==> src/rtl/core/ack_retransmit_table_core_defines.svh <==
// Assertion macros used by the retransmission table top level
`ifndef ACK_RETRANSMIT_TABLE_CORE_DEFINES_SVH
`define ACK_RETRANSMIT_TABLE_CORE_DEFINES_SVH

// Same-cycle implication, checked on every clock edge outside reset
`define ART_ASSERT_SAME(lbl, ante, cons, msg) \
   lbl: assert property (@(posedge clock) disable iff (reset) (ante) |-> (cons)) \
      else $error(msg);

// Next-cycle implication, checked on every clock edge outside reset
`define ART_ASSERT_NEXT(lbl, ante, cons, msg) \
   lbl: assert property (@(posedge clock) disable iff (reset) (ante) |=> (cons)) \
      else $error(msg);

`endif

==> src/rtl/core/art_pkg.sv <==
// Types and constants for the retransmission table
`timescale 1ns / 1ps
`default_nettype none
package art_pkg;

   localparam logic [1:0] MODE_SEND = 2'd0;
   localparam logic [1:0] MODE_ACK  = 2'd1;
   localparam logic [1:0] MODE_TICK = 2'd2;

   localparam logic [2:0] KIND_SENT      = 3'd0;
   localparam logic [2:0] KIND_SEND_FAIL = 3'd1;
   localparam logic [2:0] KIND_ACK_MATCH = 3'd2;
   localparam logic [2:0] KIND_ACK_MISS  = 3'd3;
   localparam logic [2:0] KIND_RETRY     = 3'd4;
   localparam logic [2:0] KIND_GIVE_UP   = 3'd5;
   localparam logic [2:0] KIND_HEARTBEAT = 3'd6;

   localparam logic [1:0] CSR_RETRY_INTERVAL = 2'd0;
   localparam logic [1:0] CSR_MAX_RETRIES    = 2'd1;
   localparam logic [1:0] CSR_HEARTBEAT      = 2'd2;

   localparam logic [19:0] RETRY_INTERVAL_RESET = 20'd1000;
   localparam logic [3:0]  MAX_RETRIES_RESET    = 4'd3;
   localparam logic [31:0] HEARTBEAT_RESET      = 32'd20000;
   localparam logic [31:0] NEXT_SEQUENCE_RESET  = 32'd1;

   typedef enum logic [2:0] {
      ST_IDLE,
      ST_SEND,
      ST_EVICT_SCAN,
      ST_EVICT_WRITE,
      ST_ACK_SCAN,
      ST_TICK_HB,
      ST_TICK_SCAN,
      ST_DONE
   } state_type;

   typedef struct packed {
      logic capture;
      logic scan_en;
      logic send_eval;
      logic evict_write;
      logic ack_eval;
      logic tick_hb;
      logic tick_eval;
      logic flush;
   } cmd_type;

   typedef struct packed {
      logic send_track;
      logic free_found;
      logic scan_done;
      logic ack_hit;
   } status_type;

   typedef struct packed {
      logic [31:0] sequence_num;
      logic [3:0]  attempts;
      logic [31:0] due_time;
      logic [47:0] peer;
      logic [3:0]  msg_type;
   } slot_rec_type;

   typedef struct packed {
      logic [2:0]  kind;
      logic [31:0] sequence_res;
      logic [2:0]  slot;
      logic [3:0]  attempt;
      logic [47:0] dest_address;
      logic [3:0]  report_type;
      logic        tracked;
      logic        evicted;
   } res_type;

endpackage
`default_nettype wire

==> src/rtl/core/art_ram.sv <==
// Generic single-write, single-read RAM with registered read data
`timescale 1ns / 1ps
`default_nettype none
module art_ram #(
   parameter int WIDTH = 120,
   parameter int DEPTH = 8
) (
   input  logic                                   clock,
   input  logic                                   wr_en,
   input  logic [((DEPTH > 1) ? $clog2(DEPTH) : 1)-1:0] wr_addr,
   input  logic [WIDTH-1:0]                       wr_data,
   input  logic                                   rd_en,
   input  logic [((DEPTH > 1) ? $clog2(DEPTH) : 1)-1:0] rd_addr,
   output logic [WIDTH-1:0]                       rd_data
);

   logic [WIDTH-1:0] mem_ff [DEPTH];
   logic [WIDTH-1:0] rd_data_ff;

   always_ff @(posedge clock) begin
      if (wr_en) begin
         mem_ff[wr_addr] <= wr_data;
      end
      if (rd_en) begin
         rd_data_ff <= mem_ff[rd_addr];
      end
   end

   assign rd_data = rd_data_ff;

endmodule
`default_nettype wire

==> src/rtl/core/art_ctrl.sv <==
// Sequencing state machine for the retransmission table
`timescale 1ns / 1ps
`default_nettype none
module art_ctrl import art_pkg::*; (
   input  logic       clock,
   input  logic       reset,
   input  logic       start,
   input  logic [1:0] req_mode,
   input  status_type status,
   output cmd_type    cmd,
   output logic       busy
);

   state_type state_ff;
   state_type state_in;

   always_ff @(posedge clock) begin
      if (reset) begin
         state_ff <= ST_IDLE;
      end else begin
         state_ff <= state_in;
      end
   end

   always_comb begin
      state_in = state_ff;
      case (state_ff)
         ST_IDLE: begin
            if (start) begin
               case (req_mode)
                  MODE_SEND: state_in = ST_SEND;
                  MODE_ACK:  state_in = ST_ACK_SCAN;
                  MODE_TICK: state_in = ST_TICK_HB;
                  default:   state_in = ST_IDLE;
               endcase
            end
         end
         ST_SEND: begin
            if (status.send_track && !status.free_found) begin
               state_in = ST_EVICT_SCAN;
            end else begin
               state_in = ST_DONE;
            end
         end
         ST_EVICT_SCAN: begin
            if (status.scan_done) begin
               state_in = ST_EVICT_WRITE;
            end
         end
         ST_EVICT_WRITE: state_in = ST_DONE;
         ST_ACK_SCAN: begin
            if (status.ack_hit || status.scan_done) begin
               state_in = ST_DONE;
            end
         end
         ST_TICK_HB: state_in = ST_TICK_SCAN;
         ST_TICK_SCAN: begin
            if (status.scan_done) begin
               state_in = ST_DONE;
            end
         end
         ST_DONE: state_in = ST_IDLE;
         default: state_in = ST_IDLE;
      endcase
   end

   always_comb begin
      cmd = '0;
      case (state_ff)
         ST_IDLE:        cmd.capture = start;
         ST_SEND:        cmd.send_eval = 1'b1;
         ST_EVICT_SCAN:  cmd.scan_en = 1'b1;
         ST_EVICT_WRITE: cmd.evict_write = 1'b1;
         ST_ACK_SCAN: begin
            cmd.scan_en  = 1'b1;
            cmd.ack_eval = 1'b1;
         end
         ST_TICK_HB:     cmd.tick_hb = 1'b1;
         ST_TICK_SCAN: begin
            cmd.scan_en   = 1'b1;
            cmd.tick_eval = 1'b1;
         end
         ST_DONE:        cmd.flush = 1'b1;
         default:        cmd = '0;
      endcase
   end

   assign busy = (state_ff != ST_IDLE);

endmodule
`default_nettype wire

==> src/rtl/core/art_dpath.sv <==
// Slot table, scan pipeline, registers and result staging
`timescale 1ns / 1ps
`default_nettype none
module art_dpath import art_pkg::*; #(
   parameter int SLOTS = 8
) (
   input  logic        clock,
   input  logic        reset,
   input  cmd_type     cmd,
   output status_type  status,
   input  logic [1:0]  req_mode,
   input  logic [31:0] req_now_ms,
   input  logic        req_send_ok,
   input  logic        req_wants_ack,
   input  logic [3:0]  req_message_type,
   input  logic [47:0] req_peer_address,
   input  logic [31:0] req_acked_sequence,
   input  logic        csr_valid,
   output logic        csr_ready,
   input  logic [1:0]  csr_index,
   input  logic [31:0] csr_wdata,
   output logic        rsp_valid,
   output logic [2:0]  rsp_kind,
   output logic [31:0] rsp_sequence_res,
   output logic [2:0]  rsp_slot,
   output logic [3:0]  rsp_attempt,
   output logic [47:0] rsp_dest_address,
   output logic [3:0]  rsp_report_type,
   output logic        rsp_tracked,
   output logic        rsp_evicted,
   output logic        rsp_last
);

   localparam int IW = (SLOTS > 1) ? $clog2(SLOTS) : 1;
   localparam int CW = $clog2(SLOTS + 1);
   localparam int RW = $bits(slot_rec_type);
   localparam logic [IW-1:0] LAST_IDX = IW'(SLOTS - 1);

   // configuration
   logic [19:0] retry_ff;
   logic [3:0]  maxr_ff;
   logic [31:0] hb_int_ff;

   // captured transaction
   logic        mode_send;
   logic [31:0] now_ff;
   logic        ok_ff;
   logic        want_ff;
   logic [3:0]  mtype_ff;
   logic [47:0] peer_ff;
   logic [31:0] ack_seq_ff;
   logic [31:0] seq_ff;

   logic [31:0] next_seq_ff, next_seq_in;
   logic [31:0] last_hb_ff, last_hb_in;
   logic [SLOTS-1:0] active_ff, active_in;

   // scan pipeline
   logic [CW-1:0] rd_cnt_ff, rd_cnt_in;
   logic          ev_vld_ff, ev_vld_in;
   logic [IW-1:0] ev_idx_ff;
   logic          issue;

   logic [31:0]   best_due_ff;
   logic [IW-1:0] best_idx_ff;

   logic          free_found;
   logic [IW-1:0] free_idx;

   logic          wr_en;
   logic [IW-1:0] wr_addr;
   slot_rec_type  wr_rec;
   slot_rec_type  rd_rec;
   logic [RW-1:0] rd_raw;

   logic          ev_active;
   logic          ack_hit;
   logic          hb_due;
   logic [3:0]    att_inc;
   logic [23:0]   backoff;
   logic [31:0]   first_due;

   logic          emit;
   res_type       new_res;

   logic          pend_vld_ff, pend_vld_in;
   res_type       pend_ff;
   logic          out_vld_ff, out_vld_in;
   logic          out_last_ff, out_last_in;
   res_type       out_ff;

   assign csr_ready = 1'b1;

   always_ff @(posedge clock) begin
      if (reset) begin
         retry_ff  <= RETRY_INTERVAL_RESET;
         maxr_ff   <= MAX_RETRIES_RESET;
         hb_int_ff <= HEARTBEAT_RESET;
      end else if (csr_valid) begin
         case (csr_index)
            CSR_RETRY_INTERVAL: retry_ff  <= csr_wdata[19:0];
            CSR_MAX_RETRIES:    maxr_ff   <= csr_wdata[3:0];
            CSR_HEARTBEAT:      hb_int_ff <= csr_wdata;
            default: ;
         endcase
      end
   end

   assign mode_send = (req_mode == MODE_SEND);

   always_ff @(posedge clock) begin
      if (cmd.capture) begin
         now_ff     <= req_now_ms;
         ok_ff      <= req_send_ok;
         want_ff    <= req_wants_ack;
         mtype_ff   <= req_message_type;
         peer_ff    <= req_peer_address;
         ack_seq_ff <= req_acked_sequence;
         seq_ff     <= next_seq_ff;
      end
   end

   assign next_seq_in = (cmd.capture && mode_send) ? next_seq_ff + 32'd1 : next_seq_ff;

   // scan: issue one read per cycle, evaluate each entry in the cycle after its read
   assign issue     = cmd.scan_en && (rd_cnt_ff < CW'(SLOTS));
   assign ev_vld_in = issue;

   always_comb begin
      rd_cnt_in = rd_cnt_ff;
      if (cmd.capture) begin
         rd_cnt_in = '0;
      end else if (issue) begin
         rd_cnt_in = rd_cnt_ff + CW'(1);
      end
   end

   always_ff @(posedge clock) begin
      if (issue) begin
         ev_idx_ff <= rd_cnt_ff[IW-1:0];
      end
   end

   // lowest free slot
   always_comb begin
      free_found = 1'b0;
      free_idx   = '0;
      for (int i = SLOTS - 1; i >= 0; i--) begin
         if (!active_ff[i]) begin
            free_found = 1'b1;
            free_idx   = IW'(i);
         end
      end
   end

   art_ram #(
      .WIDTH (RW),
      .DEPTH (SLOTS)
   ) u_slot_ram (
      .clock   (clock),
      .wr_en   (wr_en),
      .wr_addr (wr_addr),
      .wr_data (wr_rec),
      .rd_en   (issue),
      .rd_addr (rd_cnt_ff[IW-1:0]),
      .rd_data (rd_raw)
   );

   assign rd_rec    = slot_rec_type'(rd_raw);
   assign ev_active = active_ff[ev_idx_ff];
   assign ack_hit   = ev_vld_ff && ev_active && (rd_rec.sequence_num == ack_seq_ff);
   assign hb_due    = ((now_ff - last_hb_ff) >= hb_int_ff);
   assign att_inc   = rd_rec.attempts + 4'd1;
   assign backoff   = {4'b0, retry_ff} * {20'b0, att_inc};
   assign first_due = now_ff + {12'b0, retry_ff};

   // earliest due time, tie to the lowest index
   always_ff @(posedge clock) begin
      if (ev_vld_ff && ((ev_idx_ff == '0) || (rd_rec.due_time < best_due_ff))) begin
         best_due_ff <= rd_rec.due_time;
         best_idx_ff <= ev_idx_ff;
      end
   end

   assign status.send_track = ok_ff && want_ff;
   assign status.free_found = free_found;
   assign status.scan_done  = ev_vld_ff && (ev_idx_ff == LAST_IDX);
   assign status.ack_hit    = ack_hit;

   always_comb begin
      emit       = 1'b0;
      new_res    = '0;
      wr_en      = 1'b0;
      wr_addr    = free_idx;
      wr_rec.sequence_num = seq_ff;
      wr_rec.attempts     = 4'd1;
      wr_rec.due_time     = first_due;
      wr_rec.peer         = peer_ff;
      wr_rec.msg_type     = mtype_ff;
      active_in  = active_ff;
      last_hb_in = last_hb_ff;

      if (cmd.send_eval) begin
         new_res.sequence_res = seq_ff;
         new_res.report_type  = mtype_ff;
         if (!ok_ff) begin
            emit = 1'b1;
            new_res.kind = KIND_SEND_FAIL;
         end else if (!want_ff) begin
            emit = 1'b1;
            new_res.kind = KIND_SENT;
         end else if (free_found) begin
            emit  = 1'b1;
            wr_en = 1'b1;
            active_in[free_idx] = 1'b1;
            new_res.kind    = KIND_SENT;
            new_res.slot    = 3'(free_idx);
            new_res.attempt = 4'd1;
            new_res.tracked = 1'b1;
         end
      end

      if (cmd.evict_write) begin
         emit    = 1'b1;
         wr_en   = 1'b1;
         wr_addr = best_idx_ff;
         active_in[best_idx_ff] = 1'b1;
         new_res.kind         = KIND_SENT;
         new_res.sequence_res = seq_ff;
         new_res.slot         = 3'(best_idx_ff);
         new_res.attempt      = 4'd1;
         new_res.report_type  = mtype_ff;
         new_res.tracked      = 1'b1;
         new_res.evicted      = 1'b1;
      end

      if (cmd.ack_eval) begin
         new_res.sequence_res = ack_seq_ff;
         if (ack_hit) begin
            emit = 1'b1;
            active_in[ev_idx_ff] = 1'b0;
            new_res.kind        = KIND_ACK_MATCH;
            new_res.slot        = 3'(ev_idx_ff);
            new_res.attempt     = rd_rec.attempts;
            new_res.report_type = rd_rec.msg_type;
         end else if (status.scan_done) begin
            emit = 1'b1;
            new_res.kind = KIND_ACK_MISS;
         end
      end

      if (cmd.tick_hb && hb_due) begin
         emit         = 1'b1;
         last_hb_in   = now_ff;
         new_res.kind = KIND_HEARTBEAT;
      end

      if (cmd.tick_eval && ev_vld_ff && ev_active && (now_ff >= rd_rec.due_time)) begin
         emit = 1'b1;
         new_res.sequence_res = rd_rec.sequence_num;
         new_res.slot         = 3'(ev_idx_ff);
         new_res.report_type  = rd_rec.msg_type;
         if (rd_rec.attempts >= maxr_ff) begin
            active_in[ev_idx_ff] = 1'b0;
            new_res.kind    = KIND_GIVE_UP;
            new_res.attempt = rd_rec.attempts;
         end else begin
            wr_en   = 1'b1;
            wr_addr = ev_idx_ff;
            wr_rec.sequence_num = rd_rec.sequence_num;
            wr_rec.attempts     = att_inc;
            wr_rec.due_time     = now_ff + {8'b0, backoff};
            wr_rec.peer         = rd_rec.peer;
            wr_rec.msg_type     = rd_rec.msg_type;
            new_res.kind         = KIND_RETRY;
            new_res.attempt      = att_inc;
            new_res.dest_address = rd_rec.peer;
         end
      end
   end

   // hold one result back so the final one of a transaction can carry last
   always_comb begin
      pend_vld_in = pend_vld_ff;
      out_vld_in  = 1'b0;
      out_last_in = 1'b0;
      if (emit) begin
         pend_vld_in = 1'b1;
         out_vld_in  = pend_vld_ff;
      end else if (cmd.flush && pend_vld_ff) begin
         pend_vld_in = 1'b0;
         out_vld_in  = 1'b1;
         out_last_in = 1'b1;
      end
   end

   always_ff @(posedge clock) begin
      if (emit) begin
         pend_ff <= new_res;
      end
      if (out_vld_in) begin
         out_ff <= pend_ff;
      end
   end

   always_ff @(posedge clock) begin
      if (reset) begin
         next_seq_ff <= NEXT_SEQUENCE_RESET;
         last_hb_ff  <= '0;
         active_ff   <= '0;
         rd_cnt_ff   <= '0;
         ev_vld_ff   <= 1'b0;
         pend_vld_ff <= 1'b0;
         out_vld_ff  <= 1'b0;
         out_last_ff <= 1'b0;
      end else begin
         next_seq_ff <= next_seq_in;
         last_hb_ff  <= last_hb_in;
         active_ff   <= active_in;
         rd_cnt_ff   <= rd_cnt_in;
         ev_vld_ff   <= ev_vld_in;
         pend_vld_ff <= pend_vld_in;
         out_vld_ff  <= out_vld_in;
         out_last_ff <= out_last_in;
      end
   end

   assign rsp_valid        = out_vld_ff;
   assign rsp_last         = out_last_ff;
   assign rsp_kind         = out_ff.kind;
   assign rsp_sequence_res = out_ff.sequence_res;
   assign rsp_slot         = out_ff.slot;
   assign rsp_attempt      = out_ff.attempt;
   assign rsp_dest_address = out_ff.dest_address;
   assign rsp_report_type  = out_ff.report_type;
   assign rsp_tracked      = out_ff.tracked;
   assign rsp_evicted      = out_ff.evicted;

endmodule
`default_nettype wire

==> src/rtl/core/ack_retransmit_table_core.sv <==
// Top level of the retransmission table for unacknowledged sends
//
//   channel  | ports            | handshake
//   ---------+------------------+------------------------------------------
//   request  | start/busy, req_ | taken when start is high and busy is low
//   response | rsp_valid, rsp_  | one-cycle strobe, rsp_last on the final one
//   config   | csr_valid/ready  | taken when csr_valid and csr_ready are high
//
// A send passes SEND and DONE; on a full table it first scans for the slot with the
// earliest due time and overwrites it. An ack scans up to a match or the last slot,
// a tick checks the heartbeat, then scans: the slot RAM is read one entry per cycle,
// each evaluated in the cycle after. A result waits until the next is found or DONE
// flushes it, then leaves. Reset clears the active flags, sets the sequence counter
// and CSRs to their defaults. Results cannot be stalled; busy falls as the last shows.
`timescale 1ns / 1ps
`default_nettype none
`include "ack_retransmit_table_core_defines.svh"
module ack_retransmit_table_core import art_pkg::*; #(
   parameter int SLOTS = 8
) (
   input  logic        clock,
   input  logic        reset,
   input  logic        start,
   output logic        busy,
   input  logic [1:0]  req_mode,
   input  logic [31:0] req_now_ms,
   input  logic        req_send_ok,
   input  logic        req_wants_ack,
   input  logic [3:0]  req_message_type,
   input  logic [47:0] req_peer_address,
   input  logic [31:0] req_acked_sequence,
   input  logic        csr_valid,
   output logic        csr_ready,
   input  logic [1:0]  csr_index,
   input  logic [31:0] csr_wdata,
   output logic        rsp_valid,
   output logic [2:0]  rsp_kind,
   output logic [31:0] rsp_sequence_res,
   output logic [2:0]  rsp_slot,
   output logic [3:0]  rsp_attempt,
   output logic [47:0] rsp_dest_address,
   output logic [3:0]  rsp_report_type,
   output logic        rsp_tracked,
   output logic        rsp_evicted,
   output logic        rsp_last
);

   cmd_type    cmd;
   status_type status;
   logic       req_take;
   logic       rsp_final;

   art_ctrl u_ctrl (
      .clock    (clock),
      .reset    (reset),
      .start    (start),
      .req_mode (req_mode),
      .status   (status),
      .cmd      (cmd),
      .busy     (busy)
   );

   art_dpath #(
      .SLOTS (SLOTS)
   ) u_dpath (
      .clock              (clock),
      .reset              (reset),
      .cmd                (cmd),
      .status             (status),
      .req_mode           (req_mode),
      .req_now_ms         (req_now_ms),
      .req_send_ok        (req_send_ok),
      .req_wants_ack      (req_wants_ack),
      .req_message_type   (req_message_type),
      .req_peer_address   (req_peer_address),
      .req_acked_sequence (req_acked_sequence),
      .csr_valid          (csr_valid),
      .csr_ready          (csr_ready),
      .csr_index          (csr_index),
      .csr_wdata          (csr_wdata),
      .rsp_valid          (rsp_valid),
      .rsp_kind           (rsp_kind),
      .rsp_sequence_res   (rsp_sequence_res),
      .rsp_slot           (rsp_slot),
      .rsp_attempt        (rsp_attempt),
      .rsp_dest_address   (rsp_dest_address),
      .rsp_report_type    (rsp_report_type),
      .rsp_tracked        (rsp_tracked),
      .rsp_evicted        (rsp_evicted),
      .rsp_last           (rsp_last)
   );

   assign req_take  = start && !busy
                      && (req_mode == MODE_SEND || req_mode == MODE_ACK || req_mode == MODE_TICK);
   assign rsp_final = rsp_valid && rsp_last;

   `ART_ASSERT_NEXT(a_start_goes_busy, req_take, busy, "accepted transaction did not raise busy")
   `ART_ASSERT_SAME(a_rsp_from_work, rsp_valid, $past(busy), "result issued while idle")
   `ART_ASSERT_NEXT(a_last_ends_burst, rsp_final, !rsp_valid, "result after the final one")
   `ART_ASSERT_SAME(a_scan_only_busy, cmd.scan_en, busy, "slot scan while idle")

endmodule
`default_nettype wire
==> config.mk <==
export PLATFORM = sky130hd
export DESIGN_NAME = ack_retransmit_table_core
export DESIGN_NICKNAME = d
export VERILOG_FILES = /design/src/rtl/core/art_pkg.sv /design/src/rtl/core/art_ram.sv /design/src/rtl/core/art_ctrl.sv /design/src/rtl/core/art_dpath.sv /design/src/rtl/core/ack_retransmit_table_core.sv
export VERILOG_INCLUDE_DIRS = /design/src /design/src/rtl/core
export SDC_FILE = /design/constraint.sdc
export NUM_CORES = 2
export LEC_CHECK = 0
export BUFFER_PORTS_ARGS = -buffer_cell sky130_fd_sc_hd__buf_2
export CORE_AREA = 2 2 432 434
export DETAILED_ROUTE_END_ITERATION = 6
export DIE_AREA = 0 0 434 436
export SLEW_MARGIN = 25
export SYNTH_ARGS = -nofsm -noshare
export SYNTH_HDL_FRONTEND = slang
export SYNTH_SLANG_ARGS = --single-unit
==> constraint.sdc <==
create_clock -name clock -period 15.4 [get_ports clock]
set_clock_uncertainty 0.1 [all_clocks]
set_input_delay 3.08 -clock clock [delete_from_list [all_inputs] [get_ports clock]]
set_output_delay 3.08 -clock clock [all_outputs]
set_load 0.02 [all_outputs]
Yosys cells after proc, flatten, opt, wreduce, memory -nomap -nowiden
Memory sizes are Yosys's and may differ from the RTL's. A register that Yosys moved wholly into a read port is not among the register bits.
Index checks and enable logic that the tools add are counted.
{"block": "word_totals", "ff_bits": 519, "ram_bits": 960, "in_bits": 158, "output_inout_bits": 100, "word_cells": 207, "memories": 1}
{"block": "op_classes", "add_sub_neg": 6, "mul": 1, "magnitude_cmp": 11, "eq_ne": 17, "n_mux": 94, "n_bitwise": 6, "reduce_logical": 33}
{"name": "u_dpath.u_slot_ram.mem_ff", "depth": 8, "word_bits": 120, "rd": 1, "rd_ports_with_merged_regs": 1, "write_ports": 1, "line_no": "art_ram.sv:17", "source": "logic [WIDTH-1:0] mem_ff [DEPTH];"}
{"cell": "120-bit two-way mux", "count": 2}
{"cell": "42-bit two-way mux", "count": 3}
{"cell": "94-bit two-way mux", "count": 1}
{"cell": "8-bit two-way mux", "count": 9}
{"cell": "32-bit greater-or-equal comparator", "count": 2}
{"cell": "3-bit two-way mux", "count": 19}
{"cell": "48-bit two-way mux", "count": 1}
{"cell": "1-bit two-way mux", "count": 44}
{"cell": "32-bit by 1-bit adder with 32-bit output, second input constant", "count": 1}
{"cell": "32-bit by 20-bit adder with 32-bit output", "count": 1}
{"cell": "32-bit by 24-bit adder with 32-bit output", "count": 1}
{"cell": "32-bit == test", "count": 1}
{"cell": "32-bit < comparator", "count": 1}
{"cell": "32-bit subtractor", "count": 1}
{"cell": "7-bit two-way mux", "count": 4}
{"cell": "20-bit by 4-bit multiplier with 24-bit output", "count": 1}
{"cell": "3-bit one-hot mux with 8 select lines", "count": 1}
{"cell": "8-bit AND", "count": 2}
{"cell": "1-bit logical AND", "count": 16}
{"cell": "8-bit bitwise OR", "count": 2}
{"cell": "3-bit == test, second input constant", "count": 5}
{"cell": "3-bit by 4-bit < comparator with 1-bit output, second input constant", "count": 3}
{"cell": "4-bit two-way mux", "count": 3}
{"cell": "1-bit demux with 3-bit select", "count": 3}
{"cell": "26 further kinds", "count": 41}

Depth between registers and ports, before layout
{"block": "depth", "ltp_word": 25, "depth_mapped": 23, "depth_no_buf": 21}

Cells and area by module
From an unflattened synthesis, not the netlist that was laid out.
{"block": "hier_totals", "hier_cells": 4159, "hier_area_um2": 68266.7}
{"mod": "art_ram", "instances": 1, "cells_per_inst": 1520, "area_each_um2": 40227.3, "seq_area_each_um2": 32431.1}
{"mod": "art_dpath", "instances": 1, "cells_per_inst": 2596, "area_each_um2": 27720.3, "seq_area_each_um2": 14133.6}
{"mod": "art_ctrl", "instances": 1, "cells_per_inst": 43, "area_each_um2": 319.1, "seq_area_each_um2": 60.1}

Worst setup path before layout
OpenSTA, ideal clock, no wires.
{"block": "synth_timing", "path_type": "reg2reg", "from": "reg u_dpath.now_ff[20]", "to": "reg u_dpath.out_ff (netlist bit u_dpath.rsp_attempt[0]) (enable)", "setup_ns": 0.697, "arrival_ns": 10.368, "required_ns": 14.603, "path_slack_ns": 4.234, "path_stages_with_launch": 19, "path_buffers": 1, "synth_period_minus_slack_ns": 11.166, "cell_sequence": "edfxtp_1 ha_1 a21o_1 a21o_1 a2111oi_0 o31a_1 o21ai_0 o41ai_1 xnor2_1 ha_1 a21o_1 a21o_1 a21oi_1 o21ai_0 a21oi_1 nor2_1 a21oi_1 buf_1 a21boi_0"}
{"block": "synth_between", "elab_chain_cells": 6, "elab_cells_between_ends": 8, "classes_between": "add/sub: 1; order compare: 2; mux: 3; reduce/logical: 2"}
{"item": "start, declared", "line_no": "art_dpath.sv:46", "source": "logic [31:0] now_ff;"}
{"item": "start signal, assigned", "line_no": "art_dpath.sv:113", "source": "now_ff <= req_now_ms;"}
{"item": "32-bit subtractor", "line_no": "art_dpath.sv:172", "source": "assign hb_due = ((now_ff - last_hb_ff) >= hb_int_ff);"}
{"item": "32-bit greater-or-equal comparator", "line_no": "art_dpath.sv:172"}
{"item": "1-bit logical AND", "line_no": "art_dpath.sv:252", "source": "if (cmd.tick_hb && hb_due) begin"}
{"item": "1-bit two-way mux", "line_no": "art_dpath.sv:252"}
{"item": "1-bit two-way mux *", "line_no": "art_dpath.sv:258", "source": "if (cmd.tick_eval && ev_vld_ff && ev_active && (now_ff >= rd_rec.due_time)) begin"}
{"item": "1-bit two-way mux *", "line_no": "art_dpath.sv:287", "source": "if (emit) begin"}
{"item": "net u_dpath.out_vld_in", "line_no": "art_dpath.sv:88", "source": "logic out_vld_ff, out_vld_in;"}
{"item": "end signal, assigned", "line_no": "art_dpath.sv:302", "source": "out_ff <= pend_ff;"}
{"item": "end, declared", "line_no": "art_dpath.sv:90", "source": "res_type out_ff;"}
Mark *: on every way through the listed nets, which the timed path passes. The rest lies on a longest branch.
A chain may end at the register's enable or synchronous reset.

Worst setup path in the final report
{"block": "layout_timing", "from": "reg u_dpath.u_slot_ram.rd_data_ff[84], in the netlist u_dpath.u_slot_ram.rd_data[84] (read register of u_dpath.u_slot_ram.mem_ff)", "to": "mem u_dpath.u_slot_ram.mem_ff[4][83] (data pin)"}
{"block": "layout_between", "elab_chain_cells": 5, "elab_cells_between_ends": 6, "classes_between": "add/sub: 2; mul: 1; order compare: 1; mux: 2"}
{"item": "start, declared", "line_no": "art_ram.sv:18", "source": "logic [WIDTH-1:0] rd_data_ff;"}
{"item": "4-bit by 1-bit adder with 4-bit output", "line_no": "art_dpath.sv:173", "source": "assign att_inc = rd_rec.attempts + 4'd1;"}
{"item": "20-bit by 4-bit multiplier with 24-bit output", "line_no": "art_dpath.sv:174", "source": "assign backoff = {4'b0, retry_ff} * {20'b0, att_inc};"}
{"item": "32-bit by 24-bit adder with 32-bit output", "line_no": "art_dpath.sv:272", "source": "wr_rec.due_time = now_ff + {8'b0, backoff};"}
{"item": "120-bit two-way mux *", "line_no": "art_dpath.sv:263", "source": "if (rd_rec.attempts >= maxr_ff) begin"}
{"item": "120-bit two-way mux *", "line_no": "art_dpath.sv:258"}
{"item": "net u_dpath.u_slot_ram.wr_data[83]", "line_no": "art_ram.sv:11", "source": "input logic [WIDTH-1:0] wr_data,"}
{"item": "end, declared", "line_no": "art_ram.sv:17"}
Marked as above.

==> results.md <==
- Flops & latches, synth: 1599
- Delay-heaviest family, CP: adder cells
- Total wire length: 163600 um
- P_sw: 4.483 mW
- Syn Std Cell Area: 67990 um^2
- Crit start category: flop
- Htree depth: 4
- WHS: 303.3 ps
- Initial Util: 36.82%
- Initial DRT Pass Iterations: 7
- Post_cts resized: 0
- Largest net degree at the start of global routing: 121
- CP max FO: 24
- Total of max-cap violations: 0
- Critical path's largest stage delay: 720 ps
- Synth Area in Compound Gates: 5.208%
- Hold Path End: u_dpath.rsp_sequence_res[15]
- Net count of the mapped netlist: 4584
- Crit Reg-Reg Endpoint: u_dpath.u_slot_ram.mem_ff[4][83]
- CTS tree: done
- Clock power share: 29.1%
- Share of flip-flops with an asynchronous set or reset: 0%
- Synth Area in XOR/XNOR: 1.713%
- Area delta synth->final: 14.84%
- Crit share post-route: 43.71%
- Synth Area in Adders: 5.234%
- Post-layout nets: 4907
- Hold-fix buffers, CTS: 0
- Crit. End Element: flop
- Clk sinks: 1599
- Comb power frac: 27.9%
- Final Power: 14.11 mW
- Vias: 36706
- Ys flop type: edfxtp_1
- Synth area leaders: edfxtp_1 (64%), mux4_2 (7.9%), dfxtp_1 (4.1%), ha_1 (3.5%), mux2_2 (2.0%)
- Outcome: finished with violations
- Die Ht: 436 um
- Postcts setup bufs: 0
- Global-route wire length before repair: 242700 um
- Top cell type's share of synthesized area: 64.48%
- RSZ-0062 raised after global routing: no
- Switching share of power: 31.77%
- Largest area contributor in the netlist: edfxtp_1
- Clk root buf: clkbuf_16
- Yosys Warn Count: 0
- Failing checks: design-rule violations
- Worst path bufs/invs: 3
- Main combinational cell family by area after synthesis: multiplexers
- Post-Synthesis Cells: 4177
- Most frequent cell on the critical path: fa_1
- WP data required: 15810 ps
- # port buffers: 256
- Min Tclk post-route: 6731 ps
- Setup_tns: 0 ps
- Simple-gate portion of the synthesized area: 6.088%
- Die ar.: 189200 um^2
- Clock-pin slew on the worst setup and hold paths: 70 ps
- Final setup viols: 0
- Leak Pwr: 27.40 nW
- Final Hold Fails: 0
- Final Slew Violations: 0
- Vias/cell: 5.159
- Cts bufs inserted: 168
- Worst hold path depth: 0
- Critical path type: reg2reg
- Row count: 158
- GR Util All Layers: 17.16%
- Share of layout cells above drive strength 1: 20.79%
- Post-layout util: 42.29%
- Worst R2R Start: u_dpath.u_slot_ram.rd_data[84]
- Number of global-route vias before repair: 37649
- Initial drt markers: 3252
- Later-pin clock latency in the skew report: 800 ps
- Peak Freq: 148.6 MHz
- Power density over the cells: 180.7 nW/um^2
- Pint: 9.626 mW
- Cell variety after synth: 84
- Core Box Area: 184600 um^2
- Slowest stage cell, crit path: xor2_2
- Sequential fraction of design power: 43.0%
- Antenna violations before repair: 10
- Ports: 258
- Mux contribution to synthesized area: 10.64%
- Hold Path Origin: u_dpath.pend_ff[76]
- Post-route ant nets: 0
- Drt wl/cell: 23.00 um
- Drt drc: 5
- R2R cell count: 18
- Worst-path cell chain: buf_4, ha_1, xor2_2, and2_1, fa_1, fa_1, inv_1, fa_1, inv_1, ha_1, or4_1, o21ai_0, a21oi_1, a22o_1, a31oi_1, o21ai_0, a32oi_1, xnor2_1
- Worst VDD drop: 0.0001519 V
- Mean Syn Cell Area: 16.28 um^2
- Arrival @ worst endpoint: 7140 ps
- Register area share after synthesis: 68.58%
- Worst min path class: reg2reg
- R2r setup slk: 8670 ps
- Fillers: 16515
- EDFF count, synth: 1460
- Slew HR: 29.94%
- Worst Tran Pin Value: 1051 ps
- Chip width: 434 um
- Hpwl dp: 100100 um
- Clk buf depth: 3
- Placer congestion estimate: 0.8092
- Gr ovfl total: 0
## power groups by stage
stage	sequential, mW	combinational, mW	clock [mW]
2_1_floorplan	6.04	2.83	0
4_1_cts	6.07	3.97	4.19
3_3_place_gp	6.15	3.88	0
5_1_grt	6.12	4.40	4.36
3_5_place_dp	6.15	3.94	0
6_report	6.06	3.93	4.11
## how the worst max path moves through the flow
stage                                    from                                to  cells past startpoint
6_report       u_dpath.u_slot_ram.rd_data[84]  u_dpath.u_slot_ram.mem_ff[4][83]                     18
5_1_grt                     u_dpath.now_ff[0]               u_dpath.pend_ff[89]                     23
4_1_cts        u_dpath.u_slot_ram.rd_data[84]  u_dpath.u_slot_ram.mem_ff[5][77]                     18
3_5_place_dp   u_dpath.u_slot_ram.rd_data[84]  u_dpath.u_slot_ram.mem_ff[2][77]                     18
3_3_place_gp                u_dpath.now_ff[0]               u_dpath.pend_ff[31]                     23
2_1_floorplan              u_dpath.now_ff[20]            u_dpath.rsp_attempt[0]                     18
## cell usage after synthesis (32+ instances only)
library cell,count
edfxtp_1,1460
nand2_1,293
inv_1,287
mux4_2,240
ha_1,190
a21oi_1,141
dfxtp_1,139
mux2_2,123
nor2_1,123
a21o_1,111
clkbuf_1,107
and2_1,93
xnor2_1,91
nand2b_1,86
o21ai_0,79
fa_1,59
nor2b_1,52
mux2i_1,43
xor2_1,42
nand3_1,37
a222oi_1,32
## state kept, by name (all words and copies together), names as in the netlist, 4 cells and up
register and count:
u_dpath.rsp_attempt 4, u_dpath.u_slot_ram.rd_data 120, u_dpath.peer_ff 48, u_dpath.next_seq_ff 32, u_dpath.active_ff 8, u_dpath.pend_ff 96
u_dpath.maxr_ff 4, u_dpath.ack_seq_ff 32, u_dpath.rsp_dest_address 48, u_dpath.rsp_sequence_res 32, u_dpath.u_slot_ram.mem_ff 960, u_dpath.now_ff 32
u_dpath.best_due_ff 32, u_dpath.rd_cnt_ff 4, u_dpath.seq_ff 32, u_dpath.retry_ff 20, u_dpath.hb_int_ff 32, u_dpath.rsp_report_type 4
u_dpath.mtype_ff 4, u_dpath.last_hb_ff 32
## layout make-up
class,count,area [um^2],area share (%)
repair buffers,308,1795,2.299
well taps,2480,3103,3.974
multi-input cells,2135,19800,25.36
clock buffers,204,4472,5.727
flip-flops and latches,1599,46640,59.73
clock inverters,99,1185,1.518
diodes,2,5.005,0.006410
inverters,288,1081,1.385
## stage by stage
| step | std cells | setup WS (ps) | instance area [um^2] |
|---|---|---|---|
| 6_report | 7115 | 8669 | 78080 |
| 3_5_place_dp | 6810 | 8728 | 72410 |
| 2_1_floorplan | 4177 | 4234 | 67990 |
| 5_1_grt | 7113 | 8294 | 78080 |
| 4_1_cts | 7113 | 8686 | 78070 |
| 3_3_place_gp | 6806 | 8625 | 72320 |
## routing by layer
layer  global-route usage (%)  vias to the layer above  share of wire [%]
met2                    28.88                      997                 49
met5                        0                        -              0.040
met1                    23.15                    18932                 44
met4                    4.458                       10                2.2
met3                    2.669                      214                4.8
li1                         -                    16553                  -
## cells by family after synthesis
group,after synthesis
adder cells (fa/ha/maj),249
multiplexers,407
AND/OR/NAND/NOR,826
flip-flops,1599
XOR/XNOR,133
buffers and inverters,443
AO/OA/AOI/OAI,519
other,1
## cell usage in the layout, fill, tap and decap left out, types with 59 or more instances in the layout
cell       instances
o21ai_0           76
nor2_1           121
mux2_2           123
clkbuf_16        170
xnor2_1           91
a21o_1           111
edfxtp_1        1460
mux4_2           240
nand2b_1          86
dfxtp_1          136
nand2_1          293
a21oi_1          139
buf_2            255
and2_1            91
fa_1              59
ha_1             190
inv_1            287
Note: power is estimated with default switching activity, not from simulation.
